### config.mk
export PLATFORM = sky130hd
export DESIGN_NAME = login_name_line_editor_flat
export DESIGN_NICKNAME = d
export VERILOG_FILES = /design/src/hdl/llne_pkg.sv /design/src/hdl/llne_in_if.sv /design/src/hdl/llne_out_if.sv /design/src/hdl/llne_ram.sv /design/src/hdl/llne_ctrl.sv /design/src/hdl/llne_dp.sv /design/src/hdl/login_name_line_editor.sv /design/src/flat_wrapper.sv
export SDC_FILE = /design/constraint.sdc
export NUM_CORES = 1
export LEC_CHECK = 0
export BUFFER_PORTS_ARGS = -buffer_cell sky130_fd_sc_hd__buf_2
export CAP_MARGIN = 30
export CORE_MARGIN = 4
export CORE_UTILIZATION = 61
export CTS_BUF_LIST = sky130_fd_sc_hd__clkbuf_8 sky130_fd_sc_hd__clkbuf_16
export DETAILED_ROUTE_END_ITERATION = 8
export PLACE_DENSITY = 0.87
export SLEW_MARGIN = 20
export SYNTH_ARGS = -nofsm -noshare
export SYNTH_HDL_FRONTEND = slang
export SYNTH_HIERARCHICAL = 1
export SYNTH_SLANG_ARGS = --single-unit
### constraint.sdc
create_clock -name clk_i -period 4.6 [get_ports clk_i]
set_clock_uncertainty 0.15 [all_clocks]
set_input_delay 0.92 -clock clk_i [delete_from_list [all_inputs] [get_ports clk_i]]
set_output_delay 0.92 -clock clk_i [all_outputs]
set_load 0.05 [all_outputs]
### src/hdl/llne_pkg.sv
// Shared constants, types and helper functions of the login name line editor.
// Depends on nothing; every other file of the block but llne_ram refers to it by scoped names.
package llne_pkg;

  // Sizing.
  localparam int unsigned NAME_DEPTH = 16;
  localparam int unsigned BLANK_RUN  = 37;

  localparam int unsigned CHAR_W     = 7;
  localparam int unsigned BYTE_W     = 8;
  localparam int unsigned STAT_W     = 3;
  localparam int unsigned NAME_LEN_W = 5;
  localparam int unsigned CFG_IDX_W  = 3;
  localparam int unsigned CFG_DATA_W = 7;
  localparam int unsigned PAR_W      = 2;

  localparam int unsigned CNT_W   = $clog2(NAME_DEPTH + 1);
  localparam int unsigned IDX_W   = (NAME_DEPTH > 1) ? $clog2(NAME_DEPTH) : 1;
  localparam int unsigned MAX_RES = ((BLANK_RUN + 3) > (NAME_DEPTH + 2)) ?
                                    (BLANK_RUN + 3) : (NAME_DEPTH + 2);
  localparam int unsigned K_W     = $clog2(MAX_RES);

  // Configuration register indexes.
  localparam logic [CFG_IDX_W-1:0] CFG_ERASE  = 3'd0;
  localparam logic [CFG_IDX_W-1:0] CFG_KILL   = 3'd1;
  localparam logic [CFG_IDX_W-1:0] CFG_EOF    = 3'd2;
  localparam logic [CFG_IDX_W-1:0] CFG_IGNORE = 3'd3;
  localparam logic [CFG_IDX_W-1:0] CFG_FAST   = 3'd4;
  localparam logic [CFG_IDX_W-1:0] CFG_PARITY = 3'd5;

  // Parity modes.
  localparam logic [PAR_W-1:0] PAR_EVEN = 2'd1;
  localparam logic [PAR_W-1:0] PAR_ODD  = 2'd2;

  // Characters.
  localparam logic [CHAR_W-1:0] CH_NUL   = 7'd0;
  localparam logic [CHAR_W-1:0] CH_BS    = 7'd8;
  localparam logic [CHAR_W-1:0] CH_LF    = 7'd10;
  localparam logic [CHAR_W-1:0] CH_CR    = 7'd13;
  localparam logic [CHAR_W-1:0] CH_SP    = 7'd32;
  localparam logic [CHAR_W-1:0] CH_HASH  = 7'd35;
  localparam logic [CHAR_W-1:0] CH_0     = 7'd48;
  localparam logic [CHAR_W-1:0] CH_9     = 7'd57;
  localparam logic [CHAR_W-1:0] CH_AT    = 7'd64;
  localparam logic [CHAR_W-1:0] CH_UA    = 7'd65;
  localparam logic [CHAR_W-1:0] CH_UZ    = 7'd90;
  localparam logic [CHAR_W-1:0] CH_LA    = 7'd97;
  localparam logic [CHAR_W-1:0] CH_LZ    = 7'd122;
  localparam logic [CHAR_W-1:0] CH_TILDE = 7'd126;
  localparam logic [CHAR_W-1:0] CH_DEL   = 7'd127;
  localparam logic [CHAR_W-1:0] CH_NAK   = 7'd21;
  localparam logic [CHAR_W-1:0] CH_EOT   = 7'd4;

  localparam logic [BYTE_W-1:0] PARITY_BIT = 8'h80;

  // Step status reported on every result.
  typedef enum logic [STAT_W-1:0] {
    STAT_EDIT     = 3'd0,
    STAT_COMPLETE = 3'd1,
    STAT_ABORT    = 3'd2,
    STAT_EOF      = 3'd3,
    STAT_IDLE     = 3'd4
  } stat_e;

  // Controller to datapath.
  typedef struct packed {
    logic           accept;
    logic           load;
    logic [K_W-1:0] k;
    logic [K_W-1:0] k_next;
  } cmd_t;

  // Datapath to controller.
  typedef struct packed {
    logic is_last;
  } sts_t;

  // Applies the selected echo parity to bit 7.
  function automatic logic [BYTE_W-1:0] add_parity(input logic [BYTE_W-1:0] b,
                                                   input logic [PAR_W-1:0] mode);
    logic [BYTE_W-1:0] r;
    r = b;
    if (mode == PAR_EVEN || mode == PAR_ODD) begin
      r[BYTE_W-1] = b[BYTE_W-1] | (^b[CHAR_W-1:0]);
    end
    if (mode == PAR_ODD) begin
      r = r ^ PARITY_BIT;
    end
    return r;
  endfunction

endpackage

### src/hdl/llne_in_if.sv
// Input channel of the login name line editor: request type and received byte.
// Depends on llne_pkg for the field widths.
interface llne_in_if;
  logic                        valid;
  logic                        ready;
  logic                        req_type;
  logic [llne_pkg::BYTE_W-1:0] rx_byte;

  modport source (output valid, output req_type, output rx_byte, input ready);
  modport sink   (input valid, input req_type, input rx_byte, output ready);
endinterface

### src/hdl/llne_out_if.sv
// Result channel of the login name line editor: echo byte, name character and status.
// Depends on llne_pkg for the field widths.
interface llne_out_if;
  logic                            valid;
  logic                            ready;
  logic [llne_pkg::BYTE_W-1:0]     echo_byte;
  logic                            echo_valid;
  logic [llne_pkg::CHAR_W-1:0]     name_char;
  logic                            name_char_valid;
  logic [llne_pkg::STAT_W-1:0]     status;
  logic [llne_pkg::NAME_LEN_W-1:0] name_length;
  logic                            saw_upper;
  logic                            saw_lower;
  logic                            saw_digit;
  logic                            ended_with_cr;
  logic                            prompt_request;
  logic                            last;

  modport source (output valid, output echo_byte, output echo_valid, output name_char,
                  output name_char_valid, output status, output name_length,
                  output saw_upper, output saw_lower, output saw_digit,
                  output ended_with_cr, output prompt_request, output last,
                  input ready);
  modport sink   (input valid, input echo_byte, input echo_valid, input name_char,
                  input name_char_valid, input status, input name_length,
                  input saw_upper, input saw_lower, input saw_digit,
                  input ended_with_cr, input prompt_request, input last,
                  output ready);
endinterface

### src/hdl/llne_ram.sv
// Generic single-port-write, single-port-read RAM with registered read data.
// Depends on nothing.
module llne_ram #(
  parameter int unsigned WIDTH = 8,
  parameter int unsigned DEPTH = 16,
  localparam int unsigned AW = (DEPTH > 1) ? $clog2(DEPTH) : 1
) (
  input  logic             clk_i,
  input  logic             we_i,
  input  logic [AW-1:0]    waddr_i,
  input  logic [WIDTH-1:0] wdata_i,
  input  logic [AW-1:0]    raddr_i,
  output logic [WIDTH-1:0] rdata_o
);

  logic [WIDTH-1:0] mem_q [DEPTH];
  logic [WIDTH-1:0] rdata_q;

  always_ff @(posedge clk_i) begin
    if (we_i) begin
      mem_q[waddr_i] <= wdata_i;
    end
    rdata_q <= mem_q[raddr_i];
  end

  assign rdata_o = rdata_q;

endmodule

### src/hdl/llne_ctrl.sv
// Controller of the login name line editor: takes an item, then sequences its results
// into the output register. Depends on llne_pkg.
module llne_ctrl (
  input  logic            clk_i,
  input  logic            rst_ni,
  input  logic            in_valid_i,
  output logic            in_ready_o,
  output logic            out_valid_o,
  input  logic            out_ready_i,
  output llne_pkg::cmd_t  cmd_o,
  input  llne_pkg::sts_t  sts_i
);

  typedef enum logic {
    S_IDLE,
    S_RUN
  } state_e;

  state_e                     state_q, state_d;
  logic [llne_pkg::K_W-1:0]   k_q, k_d;
  logic                       out_valid_q, out_valid_d;
  logic                       accept;
  logic                       load;

  assign in_ready_o = (state_q == S_IDLE);
  assign accept     = in_valid_i && in_ready_o;
  // The output register takes the next result when it is empty or being emptied.
  assign load       = (state_q == S_RUN) && (!out_valid_q || out_ready_i);

  always_comb begin
    state_d     = state_q;
    k_d         = k_q;
    out_valid_d = load || (out_valid_q && !out_ready_i);
    unique case (state_q)
      S_IDLE: begin
        if (accept) begin
          state_d = S_RUN;
          k_d     = '0;
        end
      end
      S_RUN: begin
        if (load) begin
          if (sts_i.is_last) begin
            state_d = S_IDLE;
          end else begin
            k_d = llne_pkg::K_W'(k_q + 1'b1);
          end
        end
      end
      default: state_d = S_IDLE;
    endcase
  end

  always_ff @(posedge clk_i or negedge rst_ni) begin
    if (!rst_ni) begin
      state_q     <= S_IDLE;
      k_q         <= '0;
      out_valid_q <= 1'b0;
    end else begin
      state_q     <= state_d;
      k_q         <= k_d;
      out_valid_q <= out_valid_d;
    end
  end

  assign out_valid_o   = out_valid_q;
  assign cmd_o.accept  = accept;
  assign cmd_o.load    = load;
  assign cmd_o.k       = k_q;
  assign cmd_o.k_next  = k_d;

  a_no_overwrite: assert property (@(posedge clk_i) disable iff (!rst_ni)
    (out_valid_q && !out_ready_i) |-> !load)
    else $error("result register overwritten while held");

  a_k_bounded: assert property (@(posedge clk_i) disable iff (!rst_ni)
    (state_q == S_RUN) |-> (k_q < llne_pkg::K_W'(llne_pkg::MAX_RES)))
    else $error("result index ran past the longest sequence");

  a_last_ends_run: assert property (@(posedge clk_i) disable iff (!rst_ni)
    (load && sts_i.is_last) |=> (in_ready_o && out_valid_o))
    else $error("final result did not return the controller to idle");

endmodule

### src/hdl/llne_dp.sv
// Datapath of the login name line editor: configuration, edit state, name store,
// step decode and result generation. Depends on llne_pkg and llne_ram.
module llne_dp (
  input  logic                                clk_i,
  input  logic                                rst_ni,
  input  llne_pkg::cmd_t                      cmd_i,
  output llne_pkg::sts_t                      sts_o,
  input  logic                                cfg_we_i,
  input  logic [llne_pkg::CFG_IDX_W-1:0]      cfg_idx_i,
  input  logic [llne_pkg::CFG_DATA_W-1:0]     cfg_data_i,
  input  logic                                req_type_i,
  input  logic [llne_pkg::BYTE_W-1:0]         rx_byte_i,
  output logic [llne_pkg::BYTE_W-1:0]         echo_byte_o,
  output logic                                echo_valid_o,
  output logic [llne_pkg::CHAR_W-1:0]         name_char_o,
  output logic                                name_char_valid_o,
  output logic [llne_pkg::STAT_W-1:0]         status_o,
  output logic [llne_pkg::NAME_LEN_W-1:0]     name_length_o,
  output logic                                saw_upper_o,
  output logic                                saw_lower_o,
  output logic                                saw_digit_o,
  output logic                                ended_with_cr_o,
  output logic                                prompt_request_o,
  output logic                                last_o
);

  localparam int unsigned CW = llne_pkg::CHAR_W;
  localparam int unsigned BW = llne_pkg::BYTE_W;
  localparam int unsigned KW = llne_pkg::K_W;
  localparam int unsigned NW = llne_pkg::CNT_W;

  // Echo sequence chosen for a step.
  typedef enum logic [2:0] {
    PLAN_NONE,
    PLAN_RAW,
    PLAN_ERASE,
    PLAN_KILL_SLOW,
    PLAN_KILL_SHORT,
    PLAN_KILL_BLANK,
    PLAN_DONE
  } plan_e;

  // Configuration registers.
  logic [CW-1:0]                erase_q, kill_q, eof_q;
  logic                         ignore_q, fast_q;
  logic [llne_pkg::PAR_W-1:0]   parity_q;

  // Edit state and per-step registers.
  logic [NW-1:0]     count_q, count_d;
  logic              upper_q, upper_d, lower_q, lower_d, digit_q, digit_d;
  logic              accepting_q, accepting_d;
  llne_pkg::stat_e   stat_q, stat_d;
  logic              cr_q, cr_d, prm_q, prm_d;
  plan_e             plan_q, plan_d;
  logic [KW-1:0]     last_idx_q, last_idx_d;
  logic [BW-1:0]     cs_q;

  // Decode helpers.
  logic [CW-1:0]     c;
  logic              store;
  logic              dropped;
  logic              ram_we;
  logic [CW-1:0]     ram_rdata;

  // Result generation.
  logic [BW-1:0]     echo_raw;
  logic              echo_v;
  logic [CW-1:0]     nch;
  logic              nch_v;

  // Output register.
  logic [BW-1:0]                   echo_q;
  logic                            echo_v_q;
  logic [CW-1:0]                   nch_q;
  logic                            nch_v_q;
  logic [llne_pkg::STAT_W-1:0]     ostat_q;
  logic [llne_pkg::NAME_LEN_W-1:0] olen_q;
  logic                            oup_q, olow_q, odig_q, ocr_q, oprm_q, olast_q;

  always_ff @(posedge clk_i or negedge rst_ni) begin
    if (!rst_ni) begin
      erase_q  <= llne_pkg::CH_DEL;
      kill_q   <= llne_pkg::CH_NAK;
      eof_q    <= llne_pkg::CH_EOT;
      ignore_q <= 1'b0;
      fast_q   <= 1'b1;
      parity_q <= '0;
    end else if (cfg_we_i) begin
      unique case (cfg_idx_i)
        llne_pkg::CFG_ERASE:  erase_q  <= cfg_data_i;
        llne_pkg::CFG_KILL:   kill_q   <= cfg_data_i;
        llne_pkg::CFG_EOF:    eof_q    <= cfg_data_i;
        llne_pkg::CFG_IGNORE: ignore_q <= cfg_data_i[0];
        llne_pkg::CFG_FAST:   fast_q   <= cfg_data_i[0];
        llne_pkg::CFG_PARITY: parity_q <= cfg_data_i[llne_pkg::PAR_W-1:0];
        default: ;
      endcase
    end
  end

  assign c = rx_byte_i[CW-1:0];

  // Step decode, in the order the special characters take precedence.
  always_comb begin
    count_d     = count_q;
    upper_d     = upper_q;
    lower_d     = lower_q;
    digit_d     = digit_q;
    accepting_d = accepting_q;
    stat_d      = llne_pkg::STAT_EDIT;
    cr_d        = 1'b0;
    prm_d       = 1'b0;
    plan_d      = PLAN_NONE;
    store       = 1'b0;
    dropped     = 1'b0;
    priority if (!req_type_i) begin
      count_d     = '0;
      upper_d     = 1'b0;
      lower_d     = 1'b0;
      digit_d     = 1'b0;
      accepting_d = 1'b1;
    end else if (!accepting_q) begin
      stat_d = llne_pkg::STAT_IDLE;
    end else if (c == llne_pkg::CH_NUL) begin
      accepting_d = 1'b0;
      stat_d      = llne_pkg::STAT_ABORT;
    end else if (c == eof_q) begin
      accepting_d = 1'b0;
      stat_d      = llne_pkg::STAT_EOF;
    end else if (c == llne_pkg::CH_CR || c == llne_pkg::CH_LF ||
                 count_q >= NW'(llne_pkg::NAME_DEPTH)) begin
      plan_d      = PLAN_DONE;
      cr_d        = (c == llne_pkg::CH_CR);
      accepting_d = 1'b0;
      stat_d      = llne_pkg::STAT_COMPLETE;
    end else if (c >= llne_pkg::CH_LA && c <= llne_pkg::CH_LZ) begin
      lower_d = 1'b1;
      store   = 1'b1;
    end else if (c >= llne_pkg::CH_UA && c <= llne_pkg::CH_UZ) begin
      upper_d = 1'b1;
      store   = 1'b1;
    end else if (c == erase_q || c == llne_pkg::CH_HASH || c == llne_pkg::CH_BS) begin
      if (count_q != '0) begin
        count_d = NW'(count_q - 1'b1);
        plan_d  = fast_q ? PLAN_ERASE : PLAN_RAW;
      end
    end else if (c == kill_q || c == llne_pkg::CH_AT) begin
      priority if (!fast_q) begin
        plan_d = PLAN_KILL_SLOW;
      end else if (count_q != '0) begin
        plan_d = PLAN_KILL_BLANK;
      end else begin
        plan_d = PLAN_KILL_SHORT;
      end
      count_d = '0;
      prm_d   = 1'b1;
    end else begin
      if (c >= llne_pkg::CH_0 && c <= llne_pkg::CH_9) begin
        digit_d = 1'b1;
      end
      store = 1'b1;
    end
    dropped = ignore_q && (c <= llne_pkg::CH_SP || c > llne_pkg::CH_TILDE);
    // The full-buffer case completes above, so a stored character always fits.
    if (store && !dropped) begin
      count_d = NW'(count_q + 1'b1);
      plan_d  = PLAN_RAW;
    end
  end

  always_comb begin
    unique case (plan_d)
      PLAN_NONE, PLAN_RAW: last_idx_d = '0;
      PLAN_ERASE, PLAN_KILL_SLOW: last_idx_d = KW'(2);
      PLAN_KILL_SHORT: last_idx_d = KW'(1);
      PLAN_KILL_BLANK: last_idx_d = KW'(llne_pkg::BLANK_RUN + 2);
      PLAN_DONE: last_idx_d = KW'(KW'(count_q) + KW'(1));
      default: last_idx_d = '0;
    endcase
  end

  assign ram_we = cmd_i.accept && req_type_i && accepting_q && store && !dropped;

  always_ff @(posedge clk_i or negedge rst_ni) begin
    if (!rst_ni) begin
      count_q     <= '0;
      upper_q     <= 1'b0;
      lower_q     <= 1'b0;
      digit_q     <= 1'b0;
      accepting_q <= 1'b1;
      stat_q      <= llne_pkg::STAT_IDLE;
      cr_q        <= 1'b0;
      prm_q       <= 1'b0;
      plan_q      <= PLAN_NONE;
      last_idx_q  <= '0;
    end else if (cmd_i.accept) begin
      count_q     <= count_d;
      upper_q     <= upper_d;
      lower_q     <= lower_d;
      digit_q     <= digit_d;
      accepting_q <= accepting_d;
      stat_q      <= stat_d;
      cr_q        <= cr_d;
      prm_q       <= prm_d;
      plan_q      <= plan_d;
      last_idx_q  <= last_idx_d;
    end
  end

  always_ff @(posedge clk_i) begin
    if (cmd_i.accept) begin
      cs_q <= rx_byte_i;
    end
  end

  // The read address follows the next result index, so the registered read data
  // lines up with the result index of the following cycle.
  llne_ram #(
    .WIDTH (CW),
    .DEPTH (llne_pkg::NAME_DEPTH)
  ) u_name_ram (
    .clk_i   (clk_i),
    .we_i    (ram_we),
    .waddr_i (llne_pkg::IDX_W'(count_q)),
    .wdata_i (c),
    .raddr_i (llne_pkg::IDX_W'(cmd_i.k_next - KW'(2))),
    .rdata_o (ram_rdata)
  );

  assign sts_o.is_last = (cmd_i.k == last_idx_q);

  always_comb begin
    echo_raw = '0;
    echo_v   = 1'b0;
    nch      = '0;
    nch_v    = 1'b0;
    unique case (plan_q)
      PLAN_NONE: ;
      PLAN_RAW: begin
        echo_v   = 1'b1;
        echo_raw = cs_q;
      end
      PLAN_ERASE: begin
        echo_v   = 1'b1;
        echo_raw = {1'b0, (cmd_i.k == KW'(1)) ? llne_pkg::CH_SP : llne_pkg::CH_BS};
      end
      PLAN_KILL_SLOW: begin
        echo_v = 1'b1;
        priority if (cmd_i.k == '0) begin
          echo_raw = cs_q;
        end else if (cmd_i.k == KW'(1)) begin
          echo_raw = {1'b0, llne_pkg::CH_CR};
        end else begin
          echo_raw = {1'b0, llne_pkg::CH_LF};
        end
      end
      PLAN_KILL_SHORT: begin
        echo_v   = 1'b1;
        echo_raw = (cmd_i.k == '0) ? cs_q : {1'b0, llne_pkg::CH_CR};
      end
      PLAN_KILL_BLANK: begin
        echo_v = 1'b1;
        priority if (cmd_i.k == '0) begin
          echo_raw = cs_q;
        end else if (cmd_i.k == KW'(1) || cmd_i.k == last_idx_q) begin
          echo_raw = {1'b0, llne_pkg::CH_CR};
        end else begin
          echo_raw = {1'b0, llne_pkg::CH_SP};
        end
      end
      PLAN_DONE: begin
        priority if (cmd_i.k == '0) begin
          echo_v   = 1'b1;
          echo_raw = {1'b0, llne_pkg::CH_CR};
        end else if (cmd_i.k == KW'(1)) begin
          echo_v   = 1'b1;
          echo_raw = {1'b0, llne_pkg::CH_LF};
        end else begin
          nch_v = 1'b1;
          nch   = ram_rdata;
        end
      end
      default: ;
    endcase
  end

  always_ff @(posedge clk_i) begin
    if (cmd_i.load) begin
      echo_q   <= echo_v ? llne_pkg::add_parity(echo_raw, parity_q) : '0;
      echo_v_q <= echo_v;
      nch_q    <= nch;
      nch_v_q  <= nch_v;
      ostat_q  <= stat_q;
      olen_q   <= llne_pkg::NAME_LEN_W'(count_q);
      oup_q    <= upper_q;
      olow_q   <= lower_q;
      odig_q   <= digit_q;
      ocr_q    <= cr_q;
      oprm_q   <= prm_q;
      olast_q  <= sts_o.is_last;
    end
  end

  assign echo_byte_o       = echo_q;
  assign echo_valid_o      = echo_v_q;
  assign name_char_o       = nch_q;
  assign name_char_valid_o = nch_v_q;
  assign status_o          = ostat_q;
  assign name_length_o     = olen_q;
  assign saw_upper_o       = oup_q;
  assign saw_lower_o       = olow_q;
  assign saw_digit_o       = odig_q;
  assign ended_with_cr_o   = ocr_q;
  assign prompt_request_o  = oprm_q;
  assign last_o            = olast_q;

  a_count_bound: assert property (@(posedge clk_i) disable iff (!rst_ni)
    count_q <= NW'(llne_pkg::NAME_DEPTH))
    else $error("name length beyond the store depth");

  a_edit_needs_accepting: assert property (@(posedge clk_i) disable iff (!rst_ni)
    (stat_q == llne_pkg::STAT_EDIT) |-> accepting_q)
    else $error("editing status reported on a closed line");

  a_done_reads_name: assert property (@(posedge clk_i) disable iff (!rst_ni)
    (cmd_i.load && plan_q == PLAN_DONE && cmd_i.k > KW'(1)) |->
    (KW'(cmd_i.k - KW'(2)) < KW'(count_q)))
    else $error("name read beyond the stored characters");

endmodule

### src/hdl/login_name_line_editor.sv
// Login name line editor. An item (start request or received byte) is taken only
// while the result sequencer is idle; it then produces between 1 and 40 results, one
// per clock while the result sink is ready, and the sequencer stays busy until the
// final result is loaded. The sequencer fills a single output register one result at
// a time and reads the name store one entry per cycle while the sink is ready. The
// next item may be taken while the final result still waits. Configuration is
// written through cfg_we_i/cfg_idx_i/cfg_data_i; the user must write it only while
// idle, as the block itself does not enforce this.
module login_name_line_editor (
  input  logic                                clk_i,
  input  logic                                rst_ni,
  llne_in_if.sink                             in_i,
  llne_out_if.source                          out_o,
  input  logic                                cfg_we_i,
  input  logic [llne_pkg::CFG_IDX_W-1:0]      cfg_idx_i,
  input  logic [llne_pkg::CFG_DATA_W-1:0]     cfg_data_i
);

  llne_pkg::cmd_t cmd;
  llne_pkg::sts_t sts;

  llne_ctrl u_ctrl (
    .clk_i       (clk_i),
    .rst_ni      (rst_ni),
    .in_valid_i  (in_i.valid),
    .in_ready_o  (in_i.ready),
    .out_valid_o (out_o.valid),
    .out_ready_i (out_o.ready),
    .cmd_o       (cmd),
    .sts_i       (sts)
  );

  llne_dp u_dp (
    .clk_i             (clk_i),
    .rst_ni            (rst_ni),
    .cmd_i             (cmd),
    .sts_o             (sts),
    .cfg_we_i          (cfg_we_i),
    .cfg_idx_i         (cfg_idx_i),
    .cfg_data_i        (cfg_data_i),
    .req_type_i        (in_i.req_type),
    .rx_byte_i         (in_i.rx_byte),
    .echo_byte_o       (out_o.echo_byte),
    .echo_valid_o      (out_o.echo_valid),
    .name_char_o       (out_o.name_char),
    .name_char_valid_o (out_o.name_char_valid),
    .status_o          (out_o.status),
    .name_length_o     (out_o.name_length),
    .saw_upper_o       (out_o.saw_upper),
    .saw_lower_o       (out_o.saw_lower),
    .saw_digit_o       (out_o.saw_digit),
    .ended_with_cr_o   (out_o.ended_with_cr),
    .prompt_request_o  (out_o.prompt_request),
    .last_o            (out_o.last)
  );

endmodule
### src/flat_wrapper.sv
// flat-port wrapper written by rule: the top's interface ports become plain ports
module login_name_line_editor_flat 
  (clk_i, rst_ni, cfg_we_i, cfg_idx_i, cfg_data_i, in_i_valid, in_i_req_type, in_i_rx_byte, in_i_ready, out_o_valid, out_o_echo_byte, out_o_echo_valid, out_o_name_char, out_o_name_char_valid, out_o_status, out_o_name_length, out_o_saw_upper, out_o_saw_lower, out_o_saw_digit, out_o_ended_with_cr, out_o_prompt_request, out_o_last, out_o_ready);
  llne_in_if in_i_i ();
  llne_out_if out_o_i ();
  input  logic clk_i;
  input  logic rst_ni;
  input  logic cfg_we_i;
  input  logic [llne_pkg::CFG_IDX_W-1:0] cfg_idx_i;
  input  logic [llne_pkg::CFG_DATA_W-1:0] cfg_data_i;
  input wire logic [$bits(in_i_i.valid)-1:0] in_i_valid;
  input wire logic [$bits(in_i_i.req_type)-1:0] in_i_req_type;
  input wire logic [$bits(in_i_i.rx_byte)-1:0] in_i_rx_byte;
  output wire logic [$bits(in_i_i.ready)-1:0] in_i_ready;
  output wire logic [$bits(out_o_i.valid)-1:0] out_o_valid;
  output wire logic [$bits(out_o_i.echo_byte)-1:0] out_o_echo_byte;
  output wire logic [$bits(out_o_i.echo_valid)-1:0] out_o_echo_valid;
  output wire logic [$bits(out_o_i.name_char)-1:0] out_o_name_char;
  output wire logic [$bits(out_o_i.name_char_valid)-1:0] out_o_name_char_valid;
  output wire logic [$bits(out_o_i.status)-1:0] out_o_status;
  output wire logic [$bits(out_o_i.name_length)-1:0] out_o_name_length;
  output wire logic [$bits(out_o_i.saw_upper)-1:0] out_o_saw_upper;
  output wire logic [$bits(out_o_i.saw_lower)-1:0] out_o_saw_lower;
  output wire logic [$bits(out_o_i.saw_digit)-1:0] out_o_saw_digit;
  output wire logic [$bits(out_o_i.ended_with_cr)-1:0] out_o_ended_with_cr;
  output wire logic [$bits(out_o_i.prompt_request)-1:0] out_o_prompt_request;
  output wire logic [$bits(out_o_i.last)-1:0] out_o_last;
  input wire logic [$bits(out_o_i.ready)-1:0] out_o_ready;
  assign in_i_i.valid = in_i_valid;
  assign in_i_i.req_type = in_i_req_type;
  assign in_i_i.rx_byte = in_i_rx_byte;
  assign in_i_ready = in_i_i.ready;
  assign out_o_valid = out_o_i.valid;
  assign out_o_echo_byte = out_o_i.echo_byte;
  assign out_o_echo_valid = out_o_i.echo_valid;
  assign out_o_name_char = out_o_i.name_char;
  assign out_o_name_char_valid = out_o_i.name_char_valid;
  assign out_o_status = out_o_i.status;
  assign out_o_name_length = out_o_i.name_length;
  assign out_o_saw_upper = out_o_i.saw_upper;
  assign out_o_saw_lower = out_o_i.saw_lower;
  assign out_o_saw_digit = out_o_i.saw_digit;
  assign out_o_ended_with_cr = out_o_i.ended_with_cr;
  assign out_o_prompt_request = out_o_i.prompt_request;
  assign out_o_last = out_o_i.last;
  assign out_o_i.ready = out_o_ready;
  login_name_line_editor u_core (.clk_i(clk_i), .rst_ni(rst_ni), .in_i(in_i_i), .out_o(out_o_i), .cfg_we_i(cfg_we_i), .cfg_idx_i(cfg_idx_i), .cfg_data_i(cfg_data_i));
endmodule
==> metrics.txt <==
EDFF count, synth=151; layout cells sized above 1=23.30%; initial antenna violation count=0; Final min period=3.889 ns; critical path class=in2reg; hold_sp=u_core/u_dp/stat_q[0]$_DFFE_PN0P_; area grow syn2layout=12.34%; Worst Setup SP=in_i_rx_byte[5]; grt met2 use=39.77%; PostCTS Resize Cnt=0; hold crit path type=reg2reg; Antenna Cells=0; CTS Hold Bufs=0; total CTS buffers=21; met3 global-route usage=3.249%; Net Count, Synth=664; Routed WL per cell=22.57 µm; outcome=complete, no violations; crit end category=flip-flop; Die Ht=131.7 µm; Buffers on Ports=56; met1 Resource Use GR=32.08%; drt initial violations=703; P_leak=4.021 nW; clk_lat worst skew=0.49 ns; CTS tree=yes; Async SR Flop Fraction=26.17%; yosys synthesis warning count=6; Hold Violations, Final=0; vias per inst=6.398; placed insts=867; H-tree levels=1; PwrDens=642.1 nW/µm²; nets=736; routed wire length=20.42 mm; reg2reg start=u_core/u_ctrl/k_q[0]$_DFF_PN0_; Starting Density=63.21%; final cell count without fillers=905; GRT Util Overall=23.68%; Reg2Reg Capture Point=u_core/u_dp/u_name_ram/rdata_o[0]$_DFF_P_; Synth Cell Area=9326 µm²; Initial DRT Pass Iterations=5; fin crit share=84.54%; Slew HR=54.36%; Die W=131.7 µm; critical path required time=4.58 ns; Synth Instances=634; clk sinks=214; Seq cells post-synth=214; DR vias=5790; sequential area share after synthesis=65.33%; Data arrival, critical path=3.87 ns; critical path startpoint category=primary input; CP max FO=29; multi-input combinational cell area=2999 µm²; first-pass GRT wire length=32.46 mm; register area=6093 µm²; FF-to-FF path depth=11; Filler cells=908; vias in the first global route=5720; CP Capture Point=u_core/u_dp/u_name_ram/mem_q[3][6]$_DFFE_PP_; gpl congestion=0.9121; post-CTS setup buffer count=0; RSZ-0062 raised after global routing=false; setup TNS=0 ns; f_max=257.2 MHz; R2R Setup Slk=0.72 ns; global routing's busiest layer=met2; Synth Flop Type=edfxtp_1; largest net degree at the start of global routing=57; Avg Synthesized Cell Area=14.71 µm²; Yosys cell types=69; Max-Cap Viols=0; total grt overflow=0; core area=14750 µm²; CTS Buffer Depth=3; antenna-violating nets left=0; worst vdd ir=301.0 µV; # DRC=0; Final setup viols=0; number of I/O pins=57; DPL Wire Length=13.60 mm; Root Buffer=clkbuf_16; Rows=44; pins over their slew limit=0; Clk pin slew, worst setup/hold paths=0.06 ns; die area=17330 µm²; measured slew at the worst slew-check pin=0.6775 ns
[metrics by stage]
step	total power [mW]	worst slack, ns	hold slack [ns]	util, %	cell area [µm²]
floorplan	4.547	0.6382	0.2731	-	9326
finish	6.727	0.7112	0.3075	71.01	10480
CTS	6.710	0.7180	0.3071	71.01	10480
global route	7.023	0.5034	0.3231	71.01	10480
global placement	5.024	0.4714	0.2820	66.66	9836
detailed placement	5.106	0.2530	0.2833	66.70	9841
[final cells by class]
class / count / area share (%)
Clock buffer: 24 / 5.517
Clock inverter: 14 / 0.5613
Inverter: 20 / 0.7165
Multi-Input combinational cell: 371 / 28.62
Sequential cell: 214 / 58.16
Tap cell: 184 / 2.197
Timing Repair Buffer: 78 / 4.227
[registers in the layout (all words and copies together) (netlist names), 6 cells and up]
name,cells
u_core/u_dp/cs_q,8
u_core/u_dp/name_char_o,7
u_core/u_dp/eof_q,7
u_core/u_dp/kill_q,7
u_core/u_dp/last_idx_q,6
u_core/u_ctrl/k_q,6
u_core/u_dp/u_name_ram/mem_q,112
u_core/u_dp/echo_byte_o,8
u_core/u_dp/u_name_ram/rdata_o,7
u_core/u_dp/erase_q,7
[cell usage after synthesis, types with 5 or more instances]
master    instances  area share, %
and2_1           12           0.80
mux2_2           26            3.1
nand2b_1          5           0.34
xor2_1           14            1.3
nand2_1          40            1.6
ha_1              6           0.80
clkbuf_1         10           0.40
nand3_1          13           0.70
inv_1            20           0.80
dfxtp_1           7            1.5
nor2_1           42            1.7
nand4_1           8           0.54
mux4_2           11            2.7
dfrtp_1          42             11
buf_2            12           0.64
mux2i_1           5           0.54
xnor2_1          22            2.1
dfstp_2          14            3.9
a31oi_1          10           0.67
edfxtp_1        151             49
a22oi_1          14            1.1
a21oi_1          14           0.75
nand3b_1          5           0.40
o21ai_0          24            1.3
nor3_1           15           0.80
nor2b_1           8           0.54
mux4_1           17            4.8
and3_1            7           0.47
[worst min-delay path by stage]
stage	cells after the start	slack, ns	end
final	0	0.31	u_core/u_dp/status_o[0]$_DFFE_PP_
after global routing	0	0.32	u_core/u_dp/prompt_request_o$_DFFE_PP_
after CTS	0	0.31	u_core/u_dp/status_o[0]$_DFFE_PP_
after detailed placement	0	0.28	u_core/u_dp/ended_with_cr_o$_DFFE_PP_
after global placement	0	0.28	u_core/u_dp/status_o[1]$_DFFE_PP_
after floorplan	0	0.27	u_core/u_dp/name_length_o[4]$_DFFE_PP_
[cell usage in the layout, fill, tap and decap left out, types with 4 or more instances in the layout]
cell and instances:
clkbuf_16 22, xnor2_1 22, o21ai_0 24, and3_1 7, nand3_1 13, buf_2 57, nor4_1 4, buf_4 21
mux4_1 17, o31ai_1 4, nand4_1 8, nor3_1 15, edfxtp_1 151, inv_1 32, mux2_2 26, dfrtp_1 42
nor2_1 42, nor2b_1 8, nand2_1 40, a22oi_1 14, dfxtp_1 7, a21oi_1 14, nand3b_1 5, a31oi_1 10
nand2b_1 5, mux2i_1 4, and2_1 12, dfstp_2 14, mux4_2 11, ha_1 6, xor2_1 14
[logic make-up after synthesis]
logic type	after synthesis	synth area share, %
XOR/XNOR	37	3.622
multiplexers	59	11.12
AND/OR/NAND/NOR	177	9.807
adder cells (fa/ha/maj)	7	0.9122
buffers and inverters	49	2.643
flip-flops	214	65.33
AO/OA/AOI/OAI	91	6.560
[power breakdown]
| group | total, mW | internal [mW] | switching [mW] |
|---|---|---|---|
| clock network | 1.57 | 0.894 | 0.676 |
| logic | 2.51 | 0.951 | 1.56 |
| registers | 2.65 | 2.42 | 0.229 |
[worst max-delay path, cell delays in order]
cell and delay [ns]:
buf_2 0.44, xnor2_1 0.14, nand4_1 0.12, nor4_1 0.05
a21oi_1 0.28, a31o_2 0.26, and3_1 0.35, and3_1 0.27
or3b_2 0.52, nor2_1 0.51
[layer usage]
layer | routed length, µm | up-vias | share of wire, %
li1 | - | 2550 | -
met1 | 8126 | 2833 | 40
met2 | 10200 | 355 | 50
met3 | 1539 | 52 | 7.5
met4 | 554 | 0 | 2.7
met5 | 0 | - | 0
Power figures use the tool's default switching activity.
